`src/design/s2a_pkg.sv`:
```
// ----------------------------------------------------------------------------
// s2a_pkg: shared definitions for the signed integer to decimal text core
// Widths, character codes and the item types that pass between the
// front, the queue, the binary to BCD converter and the character emitter.
// ----------------------------------------------------------------------------
package s2a_pkg;

  localparam int VALUE_WIDTH = 32;
  localparam int NUM_DIGITS = (VALUE_WIDTH * 30103) / 100000 + 1;
  localparam int BCD_WIDTH = NUM_DIGITS * 4;
  localparam int BITS_PER_STEP = 4;
  localparam int CONV_STEPS = (VALUE_WIDTH + BITS_PER_STEP - 1) / BITS_PER_STEP;
  localparam int PAD_WIDTH = CONV_STEPS * BITS_PER_STEP;
  localparam int STEP_CNT_WIDTH = $clog2(CONV_STEPS + 1);
  localparam int DIGIT_IDX_WIDTH = $clog2(NUM_DIGITS);
  localparam int QUEUE_DEPTH = 2;
  localparam int QPTR_WIDTH = $clog2(QUEUE_DEPTH);
  localparam int QCNT_WIDTH = $clog2(QUEUE_DEPTH + 1);

  localparam logic [7:0] CHAR_ZERO = 8'h30;
  localparam logic [7:0] CHAR_MINUS = 8'h2D;
  localparam logic [7:0] CHAR_NINE = 8'h39;

  typedef struct packed {
    logic                   negative;
    logic [VALUE_WIDTH-1:0] magnitude;
  } item_t;

  typedef struct packed {
    logic                 negative;
    logic [BCD_WIDTH-1:0] bcd;
  } conv_t;

endpackage

```
`src/design/signed_int_to_decimal_ascii_core.sv`:
```
// ----------------------------------------------------------------------------
// signed_int_to_decimal_ascii_core: signed integer to decimal text
// Converts each two's-complement input value into its decimal ASCII text.
// ----------------------------------------------------------------------------
// The input channel (in_valid, in_stall, value) takes one 32-bit signed value
// per transfer. The output channel (out_valid, out_stall, character,
// last_char) sends that value's text one character per transfer: an optional
// '-', then the digits, most significant first, with no leading zeros. Zero
// gives the single character '0'. last_char is set on the final character of
// each value, and no terminator follows it.
// The first character follows the input transfer once the value has passed
// through the input register, the queue, the converter, which handles four
// magnitude bits per cycle, and the handoff to the emitter. After that one
// character leaves per cycle while the receiver does not stall. Conversion
// of the next value overlaps the emission of the current one, so a steady
// stream is paced by the converter's 8 steps plus its handoff and by the
// one-character-per-cycle emitter.
// A synchronous reset empties the input register, the queue, the converter
// and the emitter. When the receiver stalls, the current character holds,
// and the input side accepts until the queue and the input register fill.
// ----------------------------------------------------------------------------
module signed_int_to_decimal_ascii_core (
  input  logic                                   clk,
  input  logic                                   rst,
  input  logic                                   in_valid,
  output logic                                   in_stall,
  input  logic signed [s2a_pkg::VALUE_WIDTH-1:0] value,
  output logic                                   out_valid,
  input  logic                                   out_stall,
  output logic [7:0]                             character,
  output logic                                   last_char
);

  logic           fq_valid;
  logic           fq_stall;
  s2a_pkg::item_t fq_item;
  logic           qc_valid;
  logic           qc_stall;
  s2a_pkg::item_t qc_item;
  logic           ce_valid;
  logic           ce_stall;
  s2a_pkg::conv_t ce_conv;

  s2a_front u_front (
    .clk      (clk),
    .rst      (rst),
    .in_valid (in_valid),
    .in_stall (in_stall),
    .value    (value),
    .q_valid  (fq_valid),
    .q_stall  (fq_stall),
    .q_item   (fq_item)
  );

  s2a_queue u_queue (
    .clk       (clk),
    .rst       (rst),
    .in_valid  (fq_valid),
    .in_stall  (fq_stall),
    .in_item   (fq_item),
    .out_valid (qc_valid),
    .out_stall (qc_stall),
    .out_item  (qc_item)
  );

  s2a_bcd u_bcd (
    .clk       (clk),
    .rst       (rst),
    .in_valid  (qc_valid),
    .in_stall  (qc_stall),
    .in_item   (qc_item),
    .out_valid (ce_valid),
    .out_stall (ce_stall),
    .out_conv  (ce_conv)
  );

  s2a_emit u_emit (
    .clk       (clk),
    .rst       (rst),
    .in_valid  (ce_valid),
    .in_stall  (ce_stall),
    .in_conv   (ce_conv),
    .out_valid (out_valid),
    .out_stall (out_stall),
    .character (character),
    .last_char (last_char)
  );

endmodule

```
`src/design/s2a_front.sv`:
```
// ----------------------------------------------------------------------------
// s2a_front: input stage
// Accepts one value per transfer, splits it into sign and magnitude and
// holds the result in a register until the queue takes it.
// ----------------------------------------------------------------------------
module s2a_front (
  input  logic                                 clk,
  input  logic                                 rst,
  input  logic                                 in_valid,
  output logic                                 in_stall,
  input  logic signed [s2a_pkg::VALUE_WIDTH-1:0] value,
  output logic                                 q_valid,
  input  logic                                 q_stall,
  output s2a_pkg::item_t                       q_item
);

  logic           full;
  s2a_pkg::item_t item;
  logic           take;
  logic           negative;
  logic [s2a_pkg::VALUE_WIDTH-1:0] magnitude;

  assign negative = value[s2a_pkg::VALUE_WIDTH-1];
  assign magnitude = negative ? ((~value) + {{(s2a_pkg::VALUE_WIDTH-1){1'b0}}, 1'b1})
                              : value;

  assign in_stall = full && q_stall;
  assign take = in_valid && !in_stall;
  assign q_valid = full;
  assign q_item = item;

  always_ff @(posedge clk) begin
    if (rst) begin
      full <= 1'b0;
    end else if (take) begin
      full <= 1'b1;
    end else if (!q_stall) begin
      full <= 1'b0;
    end
  end

  always_ff @(posedge clk) begin
    if (take) begin
      item.negative <= negative;
      item.magnitude <= magnitude;
    end
  end

endmodule

```
`src/design/s2a_queue.sv`:
```
// ----------------------------------------------------------------------------
// s2a_queue: short item queue
// Decouples the input stage from the converter so that each side can stall
// on its own.
// ----------------------------------------------------------------------------
module s2a_queue (
  input  logic           clk,
  input  logic           rst,
  input  logic           in_valid,
  output logic           in_stall,
  input  s2a_pkg::item_t in_item,
  output logic           out_valid,
  input  logic           out_stall,
  output s2a_pkg::item_t out_item
);

  s2a_pkg::item_t                   slots [s2a_pkg::QUEUE_DEPTH];
  logic [s2a_pkg::QPTR_WIDTH-1:0]   wr_ptr;
  logic [s2a_pkg::QPTR_WIDTH-1:0]   rd_ptr;
  logic [s2a_pkg::QCNT_WIDTH-1:0]   count;
  logic                             push;
  logic                             pop;

  assign in_stall = (count == s2a_pkg::QCNT_WIDTH'(s2a_pkg::QUEUE_DEPTH));
  assign out_valid = (count != '0);
  assign out_item = slots[rd_ptr];
  assign push = in_valid && !in_stall;
  assign pop = out_valid && !out_stall;

  always_ff @(posedge clk) begin
    if (rst) begin
      wr_ptr <= '0;
      rd_ptr <= '0;
      count <= '0;
    end else begin
      if (push) begin
        if (wr_ptr == s2a_pkg::QPTR_WIDTH'(s2a_pkg::QUEUE_DEPTH - 1)) begin
          wr_ptr <= '0;
        end else begin
          wr_ptr <= wr_ptr + 1'b1;
        end
      end
      if (pop) begin
        if (rd_ptr == s2a_pkg::QPTR_WIDTH'(s2a_pkg::QUEUE_DEPTH - 1)) begin
          rd_ptr <= '0;
        end else begin
          rd_ptr <= rd_ptr + 1'b1;
        end
      end
      if (push && !pop) begin
        count <= count + 1'b1;
      end else if (pop && !push) begin
        count <= count - 1'b1;
      end
    end
  end

  always_ff @(posedge clk) begin
    if (push) begin
      slots[wr_ptr] <= in_item;
    end
  end

endmodule

```
`src/design/s2a_bcd.sv`:
```
// ----------------------------------------------------------------------------
// s2a_bcd: binary to BCD converter
// Shift-and-add-three conversion of the magnitude, four bits per cycle.
// ----------------------------------------------------------------------------
module s2a_bcd (
  input  logic           clk,
  input  logic           rst,
  input  logic           in_valid,
  output logic           in_stall,
  input  s2a_pkg::item_t in_item,
  output logic           out_valid,
  input  logic           out_stall,
  output s2a_pkg::conv_t out_conv
);

  typedef enum logic [2:0] {
    S_IDLE = 3'b001,
    S_RUN  = 3'b010,
    S_DONE = 3'b100
  } state_t;

  state_t                              state;
  logic [s2a_pkg::STEP_CNT_WIDTH-1:0]  steps;
  logic [s2a_pkg::PAD_WIDTH-1:0]       shift;
  logic [s2a_pkg::BCD_WIDTH-1:0]       bcd;
  logic                                negative;
  logic [s2a_pkg::PAD_WIDTH-1:0]       shift_next;
  logic [s2a_pkg::BCD_WIDTH-1:0]       bcd_next;
  logic                                take;

  function automatic logic [s2a_pkg::BCD_WIDTH-1:0] dabble_step(
    input logic [s2a_pkg::BCD_WIDTH-1:0] bcd_in,
    input logic                          bit_in
  );
    logic [s2a_pkg::BCD_WIDTH-1:0] adj;
    adj = bcd_in;
    for (int i = 0; i < s2a_pkg::NUM_DIGITS; i++) begin
      if (adj[i*4 +: 4] >= 4'd5) begin
        adj[i*4 +: 4] = adj[i*4 +: 4] + 4'd3;
      end
    end
    return {adj[s2a_pkg::BCD_WIDTH-2:0], bit_in};
  endfunction

  assign in_stall = !((state == S_IDLE) || ((state == S_DONE) && !out_stall));
  assign take = in_valid && !in_stall;
  assign out_valid = (state == S_DONE);
  assign out_conv.negative = negative;
  assign out_conv.bcd = bcd;

  always_comb begin
    bcd_next = bcd;
    shift_next = shift;
    for (int k = 0; k < s2a_pkg::BITS_PER_STEP; k++) begin
      bcd_next = dabble_step(bcd_next, shift_next[s2a_pkg::PAD_WIDTH-1]);
      shift_next = {shift_next[s2a_pkg::PAD_WIDTH-2:0], 1'b0};
    end
  end

  always_ff @(posedge clk) begin
    if (rst) begin
      state <= S_IDLE;
      steps <= '0;
    end else begin
      case (state)
        S_IDLE: begin
          if (take) begin
            state <= S_RUN;
            steps <= '0;
          end
        end
        S_RUN: begin
          steps <= steps + 1'b1;
          if (steps == s2a_pkg::STEP_CNT_WIDTH'(s2a_pkg::CONV_STEPS - 1)) begin
            state <= S_DONE;
          end
        end
        S_DONE: begin
          if (take) begin
            state <= S_RUN;
            steps <= '0;
          end else if (!out_stall) begin
            state <= S_IDLE;
          end
        end
        default: begin
          state <= S_IDLE;
        end
      endcase
    end
  end

  always_ff @(posedge clk) begin
    if (take) begin
      negative <= in_item.negative;
      shift <= s2a_pkg::PAD_WIDTH'(in_item.magnitude);
      bcd <= '0;
    end else if (state == S_RUN) begin
      shift <= shift_next;
      bcd <= bcd_next;
    end
  end

endmodule

```
`src/design/s2a_emit.sv`:
```
// ----------------------------------------------------------------------------
// s2a_emit: character emitter
// Sends the sign and the decimal digits of one converted value, most
// significant first, one character per transfer, without leading zeros.
// ----------------------------------------------------------------------------
module s2a_emit (
  input  logic           clk,
  input  logic           rst,
  input  logic           in_valid,
  output logic           in_stall,
  input  s2a_pkg::conv_t in_conv,
  output logic           out_valid,
  input  logic           out_stall,
  output logic [7:0]     character,
  output logic           last_char
);

  logic                                 active;
  logic                                 sign_pending;
  logic [s2a_pkg::DIGIT_IDX_WIDTH-1:0]  pos;
  logic [3:0]                           digits [s2a_pkg::NUM_DIGITS];
  logic [s2a_pkg::DIGIT_IDX_WIDTH-1:0]  lead;
  logic                                 final_char;
  logic                                 send;
  logic                                 take;

  assign final_char = !sign_pending && (pos == '0);
  assign send = active && !out_stall;
  assign in_stall = active && !(send && final_char);
  assign take = in_valid && !in_stall;

  assign out_valid = active;
  assign character = sign_pending ? s2a_pkg::CHAR_MINUS
                                  : (s2a_pkg::CHAR_ZERO + {4'h0, digits[pos]});
  assign last_char = final_char;

  always_comb begin
    lead = '0;
    for (int i = 0; i < s2a_pkg::NUM_DIGITS; i++) begin
      if (in_conv.bcd[i*4 +: 4] != 4'd0) begin
        lead = s2a_pkg::DIGIT_IDX_WIDTH'(i);
      end
    end
  end

  always_ff @(posedge clk) begin
    if (rst) begin
      active <= 1'b0;
      sign_pending <= 1'b0;
      pos <= '0;
    end else if (take) begin
      active <= 1'b1;
      sign_pending <= in_conv.negative;
      pos <= lead;
    end else if (send) begin
      if (final_char) begin
        active <= 1'b0;
      end else if (sign_pending) begin
        sign_pending <= 1'b0;
      end else begin
        pos <= pos - 1'b1;
      end
    end
  end

  always_ff @(posedge clk) begin
    if (take) begin
      for (int i = 0; i < s2a_pkg::NUM_DIGITS; i++) begin
        digits[i] <= in_conv.bcd[i*4 +: 4];
      end
    end
  end

endmodule

```
`config.mk`:
```
export PLATFORM = sky130hd
export DESIGN_NAME = signed_int_to_decimal_ascii_core
export DESIGN_NICKNAME = d
export VERILOG_FILES = /design/src/design/s2a_pkg.sv /design/src/design/signed_int_to_decimal_ascii_core.sv /design/src/design/s2a_front.sv /design/src/design/s2a_queue.sv /design/src/design/s2a_bcd.sv /design/src/design/s2a_emit.sv
export SDC_FILE = /design/constraint.sdc
export NUM_CORES = 1
export LEC_CHECK = 0
export BUFFER_PORTS_ARGS = -buffer_cell sky130_fd_sc_hd__buf_2
export CAP_MARGIN = 20
export CORE_MARGIN = 2
export CORE_UTILIZATION = 43
export DETAILED_ROUTE_END_ITERATION = 6
export REMOVE_ABC_BUFFERS = 1
export SLEW_MARGIN = 20
export SYNTH_ARGS = -nofsm -noshare
export SYNTH_HDL_FRONTEND = slang
export SYNTH_HIERARCHICAL = 1
export SYNTH_SLANG_ARGS = --single-unit
```
`constraint.sdc`:
```
create_clock -name clk -period 8.3 [get_ports clk]
set_clock_uncertainty 0.2 [all_clocks]
set_input_delay 1.66 -clock clk [delete_from_list [all_inputs] [get_ports clk]]
set_output_delay 1.66 -clock clk [all_outputs]
set_load 0.05 [all_outputs]
```
==> results.sh <==
export IMPL_pwr_share_comb_pct=54.7
export IMPL_wirelength_um=31800
export IMPL_cts_resized=0
export IMPL_cp_slowest_cell="or3b_2"
export IMPL_rsz0062_at_grt="no"
export IMPL_peakVddDrop_uv=151
export IMPL_avgSynthCellArea_um2=9.79
export IMPL_final_antenna_net_count=0
export IMPL_r2r_setup_slack_ps=3770
export IMPL_synth_edf_count=172
export IMPL_r2r_cells=15
export IMPL_worstPathRequired_ps=8490
export IMPL_p_per_area_nw_per_um2=395
export IMPL_synthAdderAreaFrac_pct=3.97
export IMPL_cp_max_fo=42
export IMPL_critical_path_startpoint_type="primary input"
export IMPL_setup_viol=0
export IMPL_synth_top_family_by_area="compound AO/OA/AOI/OAI gates"
export IMPL_holdCritPathClass="flop to flop"
export IMPL_worstPathArrival_ps=4880
export IMPL_insertion_delay_ps=520
export IMPL_finalHoldViolations=0
export IMPL_synth_xor_area_share_pct=3.08
export IMPL_fp_row_count=67
export IMPL_start_util_pct=43.5
export IMPL_startpoint="out_stall"
export IMPL_muxShareOfSynthArea_pct=7.39
export IMPL_hold_buffers=0
export IMPL_h_tree_depth=1
export IMPL_cts_tree="yes"
export IMPL_post_place_ws_ps=3070
export IMPL_outcome="finished clean"
export IMPL_cp_num_buf_inv=5
export IMPL_final_setup_tns_ps=0
export IMPL_path_class="primary input to flop"
export IMPL_cellLeakagePower_nw=5.70
export IMPL_portBuffers=43
export IMPL_grt_use_total_pct=17.6
export IMPL_layout_common_cells="189 x nand2_1, 172 x edfxtp_1, 95 x nor2_1"
export IMPL_slowest_delay_ps=840
export IMPL_finalCritPeriodShare_pct=56.4
export IMPL_cts_setup_buffers=0
export IMPL_gr_total_overflow=0
export IMPL_clockBufferDepth=3
export IMPL_drive_gt1_share_pct=12.8
export IMPL_yosys_area_share_simple_pct=17.8
export IMPL_antenna_cells=0
export IMPL_yosys_warnings=6
export IMPL_firstDrtPassIters=5
export IMPL_final_area_um2=15900
export IMPL_synth_compound_area_share_pct=19.9
export IMPL_wl_per_cell_um=16.2
export IMPL_slew_headroom_pct=35.7
export IMPL_power_switching_fraction_pct=43.7
export IMPL_end_kind="flop"
export IMPL_layout_commonest_cell="nand2_1"
export IMPL_cts_buffers=24
export IMPL_syn_inst=1482
export IMPL_cp_top_family="simple AND/OR/NAND/NOR gates"
export IMPL_clk_pin_slew_ps=60
export IMPL_tightest_slew_ps=965
export IMPL_cp_cell_sequence="buf_2 -> o31a_4 -> nor2_1 -> nor2_1 -> or3b_2 -> clkinv_1 -> buf_4 -> nor2_1 -> inv_1 -> buf_4 -> nor2_1 -> a41o_1 -> a21o_1"
export IMPL_cp_num_cells=13
export IMPL_power_frac_clock_pct=16.7
export IMPL_yosysUniqueCellTypes=101
export IMPL_io_pins=47
export IMPL_ys_ff_latch=235
export IMPL_cts_sinks=235
export IMPL_vias=11300
export IMPL_hp_start="u_front/q_item[12]$_DFFE_PP_"
export IMPL_drc_errors=0
export IMPL_drtIter0Drc=741
export IMPL_cpMostUsedCell="nor2_1"
export IMPL_cts_root_buf="clkbuf_16"
export IMPL_coreArea_um2=33400
export IMPL_grt_max_degree=43
export IMPL_syn_area_um2=14500
export IMPL_rr_startpoint="u_bcd/bcd[32]$_SDFFE_PP0P_"
export IMPL_grt_first_pass_wirelength_um=52000
export IMPL_async_reset_ff_share_pct=0
export IMPL_place_area_um2=15100
export IMPL_synth_flop_cell="edfxtp_1"
export IMPL_fp_dieW_um=188
export IMPL_die_area_um2=35200
export IMPL_crit_reg2reg_capture="u_bcd/bcd[38]$_SDFFE_PP0P_"
export IMPL_final_nets=1567
export IMPL_ys_seq_area_share_pct=44.3
export IMPL_p_int_w=0.00352
export IMPL_setup_slack_ps=3620
export IMPL_via_per_inst=5.78
export IMPL_syn_to_final_growth_pct=9.29
export IMPL_finalCriticalPeriod_ps=4680
export IMPL_drv_cap=0
export IMPL_power_switching_w=0.00274
export IMPL_seq_power_share_pct=28.6
export IMPL_die_h_um=188
export IMPL_crit_end="u_bcd/bcd[6]$_SDFFE_PP0P_"
export IMPL_gp_congestion=0.825
export IMPL_dpl_hpwl_um=22300
export IMPL_drv_slew=0
export IMPL_clock_fmax_mhz=214
export IMPL_antenna_found_initial=0
export IMPL_grt_pass1_vias=10400
==> through the flow <==
stage,hold WS (ps),utilization [%],instances,power [W]
finish,244,47.5,1958,0.00626
global route,259,47.5,1958,0.00677
CTS,244,47.4,1957,0.00626
detailed placement,230,45.1,1914,0.00519
global placement,226,45.1,1914,0.00513
floorplan,218,-,1412,0.00438
==> cells in the mapped netlist, types with 15 or more instances <==
| master | n | area [um2] |
|---|---|---|
| nor4_1 | 20 | 125 |
| nor3_1 | 40 | 200 |
| a211oi_1 | 19 | 143 |
| nor2_1 | 96 | 360 |
| mux2i_1 | 31 | 310 |
| o21ai_1 | 21 | 105 |
| nand3_1 | 34 | 170 |
| or3_1 | 18 | 113 |
| dfxtp_1 | 63 | 1260 |
| a21oi_1 | 72 | 360 |
| buf_2 | 15 | 75.1 |
| clkbuf_1 | 48 | 180 |
| nand2b_1 | 27 | 169 |
| nand2_1 | 189 | 709 |
| mux2_2 | 49 | 552 |
| o21ai_0 | 73 | 365 |
| edfxtp_1 | 172 | 5160 |
| and2_1 | 22 | 138 |
| xnor2_1 | 41 | 359 |
| o211ai_1 | 18 | 135 |
| a31oi_1 | 22 | 138 |
| ha_1 | 38 | 475 |
| inv_1 | 47 | 176 |
==> state kept, by name (all words and copies together) (netlist names), named ones only <==
signal,flops
u_emit/out_valid,1
u_emit/sign_pending,1
u_bcd/steps,4
u_queue/rd_ptr,1
u_bcd/state,3
u_front/q_item,33
u_emit/digits,40
u_queue/wr_ptr,1
u_front/q_valid,1
u_bcd/shift,32
u_queue/slots,66
u_bcd/negative,1
u_bcd/bcd,40
u_queue/count,2
u_emit/pos,4
==> metal layers <==
layer  up-vias  share of wire [%]  global-route usage, %
met5         -                  0                      0
met4         0                1.8                   3.82
met3        36                3.9                   1.98
met2       273                 47                   30.3
met1      5365                 48                   23.8
li1       5641                  -                      -
==> area by class of cell <==
type                    count  area, um2
fillers                  3196      17500
multi-input cells        1127       7590
flip-flops and latches    235       6430
clock buffers              37        679
well taps                 448        561
repair buffers             55        318
inverters                  50        188
clock inverters             6       91.3
==> power groups by stage <==
stage	combinational, W	clock, W	sequential, W
floorplan	0.00264	0	0.00174
global placement	0.00333	0	0.00181
detailed placement	0.00337	0	0.00181
CTS	0.00340	0.00108	0.00179
global route	0.00382	0.00112	0.00182
finish	0.00342	0.00105	0.00179
==> worst min-delay path by stage <==
stage	to	slack [ps]	cells after the start
3_3_place_gp	u_queue/slots[0][14]$_DFFE_PP_	230	0
3_5_place_dp	u_queue/slots[0][12]$_DFFE_PP_	230	0
5_1_grt	u_queue/slots[0][13]$_DFFE_PP_	260	0
4_1_cts	u_queue/slots[0][12]$_DFFE_PP_	240	0
2_1_floorplan	u_bcd/bcd[0]$_SDFFE_PP0P_	220	2
6_report	u_queue/slots[0][12]$_DFFE_PP_	240	0
==> cell families (layout without fill, tap and decap cells) <==
group	Yosys count	in the layout
mux	90	90
compound gates	408	408
simple gates	527	527
xor+xnor	51	51
other cells	2	3
flops	235	235
buf+inv	121	148
fa+ha+maj	48	48
Note: power is estimated with default switching activity, not from simulation.
